$ cat src/rtl/fir_pkg.sv
// Shared constants, types and state codes for the FIR convolution filter.
package fir_pkg;

  localparam int TAPS       = 1024;
  localparam int ADDR_W     = $clog2(TAPS);
  localparam int SAMPLE_W   = 16;
  localparam int ACC_W      = 40;
  localparam int PROD_W     = 2 * SAMPLE_W;
  localparam int TCOUNT_W   = 11;
  localparam int SHIFT_W    = 5;
  localparam int CFG_DATA_W = 32;
  localparam int CFG_ADDR_W = 3;
  localparam int IN_BITS    = 2 * SAMPLE_W + ADDR_W;
  localparam int IN_DATA_W  = ((IN_BITS + 7) / 8) * 8;
  localparam int OUT_DATA_W = ((SAMPLE_W + 7) / 8) * 8;

  localparam logic [TCOUNT_W-1:0] TCOUNT_RST = TCOUNT_W'(TAPS);
  localparam logic [SHIFT_W-1:0]  SHIFT_RST  = SHIFT_W'(15);

  localparam logic OP_SAMPLE = 1'b0;
  localparam logic OP_COEF   = 1'b1;

  localparam logic REG_TAP_COUNT = 1'b0;
  localparam logic REG_OUT_SHIFT = 1'b1;

  typedef enum logic [2:0] {
    ST_CLEAR,
    ST_IDLE,
    ST_MAC,
    ST_FLUSH,
    ST_FINISH
  } fir_state_t;

  typedef struct packed {
    logic clr;
    logic start;
    logic load_coef;
    logic issue;
    logic finish;
  } fir_cmd_t;

  typedef struct packed {
    logic in_op;
    logic clr_last;
    logic k_last;
    logic pipe_busy;
    logic out_free;
  } fir_sts_t;

endpackage

$ cat src/rtl/fir_ctrl.sv
// Controller state machine sequencing memory clearing, tap reads and output loading.
module fir_ctrl (
  input  logic              clk,
  input  logic              rst_n,
  input  logic              in_tvalid,
  output logic              in_tready,
  input  fir_pkg::fir_sts_t sts,
  output fir_pkg::fir_cmd_t cmd
);

  fir_pkg::fir_state_t state_r, state_nxt;
  logic accept;

  assign accept = in_tvalid && (state_r == fir_pkg::ST_IDLE);

  always_comb begin
    state_nxt = state_r;
    unique case (state_r)
      fir_pkg::ST_CLEAR: begin
        if (sts.clr_last) state_nxt = fir_pkg::ST_IDLE;
      end
      fir_pkg::ST_IDLE: begin
        if (accept && sts.in_op == fir_pkg::OP_SAMPLE) state_nxt = fir_pkg::ST_MAC;
      end
      fir_pkg::ST_MAC: begin
        if (sts.k_last) state_nxt = fir_pkg::ST_FLUSH;
      end
      fir_pkg::ST_FLUSH: begin
        if (!sts.pipe_busy) state_nxt = fir_pkg::ST_FINISH;
      end
      fir_pkg::ST_FINISH: begin
        if (sts.out_free) state_nxt = fir_pkg::ST_IDLE;
      end
      default: state_nxt = fir_pkg::ST_CLEAR;
    endcase
  end

  always_comb begin
    cmd       = '0;
    in_tready = 1'b0;
    unique case (state_r)
      fir_pkg::ST_CLEAR: begin
        cmd.clr = 1'b1;
      end
      fir_pkg::ST_IDLE: begin
        in_tready     = 1'b1;
        cmd.start     = accept && sts.in_op == fir_pkg::OP_SAMPLE;
        cmd.load_coef = accept && sts.in_op == fir_pkg::OP_COEF;
      end
      fir_pkg::ST_MAC: begin
        cmd.issue = 1'b1;
      end
      fir_pkg::ST_FLUSH: begin
        cmd = '0;
      end
      fir_pkg::ST_FINISH: begin
        cmd.finish = sts.out_free;
      end
      default: cmd = '0;
    endcase
  end

  always_ff @(posedge clk) begin
    if (!rst_n) begin
      state_r <= fir_pkg::ST_CLEAR;
    end else begin
      state_r <= state_nxt;
    end
  end

`ifndef SYNTHESIS
  a_last_tap_to_flush: assert property (@(posedge clk) disable iff (!rst_n)
    (state_r == fir_pkg::ST_MAC && sts.k_last) |=> state_r == fir_pkg::ST_FLUSH)
    else $error("last tap read did not lead to flush");
  a_finish_when_drained: assert property (@(posedge clk) disable iff (!rst_n)
    cmd.finish |-> (!sts.pipe_busy && sts.out_free))
    else $error("result loaded while pipeline busy or output full");
  a_start_to_mac: assert property (@(posedge clk) disable iff (!rst_n)
    cmd.start |=> state_r == fir_pkg::ST_MAC)
    else $error("accepted sample did not start the tap sweep");
`endif

endmodule

$ cat config.mk
export PLATFORM = sky130hd
export DESIGN_NAME = fir_ctrl
export DESIGN_NICKNAME = d
export VERILOG_FILES = /design/src/rtl/fir_pkg.sv /design/src/rtl/fir_ctrl.sv
export SDC_FILE = /design/constraint.sdc
export NUM_CORES = 1
export LEC_CHECK = 0
export CAP_MARGIN = 40
export CORE_AREA = 2 2 39 41
export DETAILED_ROUTE_END_ITERATION = 6
export DIE_AREA = 0 0 41 43
export DONT_BUFFER_PORTS = 1
export GPL_ROUTABILITY_DRIVEN = 0
export SYNTH_ARGS = -nofsm -noshare
export SYNTH_HDL_FRONTEND = slang
export SYNTH_SLANG_ARGS = --single-unit
$ cat constraint.sdc
create_clock -name clk -period 2.2 [get_ports clk]
set_clock_uncertainty 0.2 [all_clocks]
set_input_delay 0.66 -clock clk [delete_from_list [all_inputs] [get_ports clk]]
set_output_delay 0.66 -clock clk [all_outputs]
set_load 0.1 [all_outputs]
==> impl_results.md <==
- Actual slew at the worst max-slew pin: 0.291 ns
- Worst R2R Start: state_r[2]
- Most frequent cells in the layout: buf_4, clkbuf_4, buf_12
- Final min period: 2.11 ns
- Vias/cell: between 4 and 5
- Worst-Skew Late Latency: around 0.23 ns
- Compound-Gate Fraction of Synth Area: 13.4%
- Hold Crit Class: reg -> reg
- Slew headroom: 80.7%
- Syn Nets: 34
- Vias after detailed routing: 235
- Die outline area: around 1800 um^2
- Initial antenna violation count: 0
- Sum of negative setup slack: 0 ns
- RR Endpoint: state_r[0]
- Commonest non-fill, non-tap cell in the layout: buf_4
- Max-Cap Viols: 0
- Simple-gate portion of the synthesized area: 42.5%
- Post-layout nets: 46
- Number of I/O pins: 14
- Syn. warnings: 0
- Synth area leader: dfxtp_1
- Dpl hpwl: roughly 410 um
- Post-synthesis mux area share: a little under 9%
- Post-Syn Area: roughly 220 um^2
- Net Switching: 99.2 uW
- Finished Core Util: between 20% and 30%
- DIE HEIGHT: between 40 and 50 um
- CTS clk-pin slew, worst paths: ~0.03 ns
- FF+latch count, synth: 3
- CTS Hold Bufs: 0
- Antenna Cells: 0
- Largest family of logic cells by synthesized area: simple AND/OR/NAND/NOR gates
- Sw Ratio: about two fifths
- Post-Synth Adder-Cell Area: 0%
- Synth unique cells: 18
- Port bufs: 0
- Final hold vios: 0
- CTS root buffer: clkbuf_4
- Unrepaired setup endpoints after global routing: no
- Flop pwr share: 24.1%
- Area grow syn2layout: 84.4%
- Ratio of cells with drive above 1 in the final layout: a little under three fifths
- FF+latch area: between 60 and 70 um^2
- CTS buffer count: 3
- Multi-input gate area: just under 200 um^2
- Largest Register: state_r
- Synth area leaders: dfxtp_1, mux2i_1, nor3b_1, nand2b_1, nor2b_1
- # DRC: 0
- Initial detailed-routing violation count: 4
- Fmax: 0.473 GHz
- Max-slew violations: 0
- Worst VDD drop: ~0.22 mV
- Number of cells on the worst reg-to-reg path: 4
- Int Power: 161 uW
- Comb pwr share: approximately two fifths
- Drt pass-1 iters: 2
- DP Area: approximately 370 um^2
- Fin crit share: a little over nine tenths
- Crit Path Class: reg -> out
- Core box area: 1380 um^2
- Starting Density: 16.2%
- Status: complete, no violations
- Register area share after synthesis: a little over a quarter
- GRT overflow: 0
- Fin area: 413 um^2
- All-Layer GR Usage: under 10%
- Deepest clock path buffer count: 2
- Syn Area/Cell: between 8 and 9 um^2
- Post-Syn Instances: 26
- Setup WS post-layout: between 0.08 and 0.09 ns
- Vias in the first global route: about 230
- P per Cell Area: between 600 and 700 nW/um^2
- Placement Setup Slack: 0.173 ns
- R2R Setup Slk: between 0.7 and 0.8 ns
- Clock Power Share: between 30% and 40%
- # fillers: 150
- Worst Path Required: 1.34 ns
- Crit path launch type: register
- Number of setup violations in the final report: 0
- Global-route wire length before repair: 890 um
- Top Registers: state_r (3)
- Leakage: about 0.15 nW
- CP Capture Type: output pin
- Routed len/inst: 10.7 um
- Largest net degree at the start of global routing: 9
- Total wire length: around 570 um
- Worst Setup SP: state_r[1]
- H-tree levels: 1
- Max reg flops: 3
- Total clock sinks: 3
- Critical Path AT: 1.25 ns
- FP Rows: 14
- Worst Path Max Fanout: 8
- Top cell type's share of synthesized area: between 20% and 30%
- CTS tree: yes
- Die X: 41 um
- Xor-xnor portion of the synthesized cell area: 0%
- Crit path to: cmd[2]
- Post-route ant nets: 0
through the flow:
stage / power, mW / instances / hold WS [ns]
after floorplan: 0.146 / 26 / 0.313
after global placement: 0.161 / 47 / 0.349
after detailed placement: 0.162 / 47 / 0.351
after CTS: 0.267 / 53 / 0.347
after global routing: 0.275 / 53 / 0.353
final: 0.260 / 53 / 0.340
routing by layer:
metal  up-vias  routed length (um)  global-route usage [%]
li1        115                   -                       -
met1       112                 183                    5.79
met2         8                 321                    13.1
met3         0                  62                    5.76
met4         0                   0                    4.00
met5         -                   0                       0
cells in the mapped netlist:
cell	n
dfxtp_1	3
nor2b_1	2
o21ai_0	1
and2b_1	1
o311a_1	1
mux2i_1	2
and3_1	1
o21a_1	1
nor4bb_1	1
nor2_1	3
a22oi_1	1
nor3_1	1
nand2b_1	2
nor4b_1	1
buf_6	1
nor3b_1	2
buf_4	1
and2_1	1
timing repair:
| item | 4_1_cts | 5_1_grt |
|---|---|---|
| endpoints found under the setup margin | 3 | 0 |
| gates resized for setup | 2 | 0 |
| setup buffers | 2 | 0 |
layout make-up:
class,count,area share (%)
clock buffers,4,6.36
multi-input cells,21,47.6
flip-flops and latches,3,15.8
well taps,16,4.85
repair buffers,9,25.5
logic make-up (layout without fill, tap and decap cells):
family,count (synthesis),after routing
mux,2,2
flops,3,3
simple gates,15,15
buf+inv,2,13
compound gates,4,4
power groups by stage:
| stage | logic (mW) | clock network [mW] | registers [mW] |
|---|---|---|---|
| final | 0.105 | 0.0931 | 0.0628 |
| after global routing | 0.109 | 0.103 | 0.0630 |
| after CTS | 0.104 | 0.0999 | 0.0625 |
| after detailed placement | 0.0926 | 0 | 0.0693 |
| after global placement | 0.0921 | 0 | 0.0691 |
| after floorplan | 0.0842 | 0 | 0.0617 |
critical path, cell delays in order, from the launching register on:
cell and delay, ns:
dfxtp_2 0.38, nor2b_4 0.13, and2b_4 0.16, and3_4 0.18, buf_12 0.17
worst min path at each step:
stage               start         end  cells past startpoint  slack, ns
6_report       state_r[2]  state_r[1]                      1       0.34
5_1_grt             rst_n  state_r[2]                      1       0.35
4_1_cts        state_r[2]  state_r[1]                      1       0.35
3_5_place_dp   state_r[2]  state_r[1]                      1       0.35
3_3_place_gp   state_r[2]  state_r[1]                      1       0.35
2_1_floorplan  state_r[2]  state_r[1]                      2       0.31
Note: power is estimated with default switching activity, not from simulation.
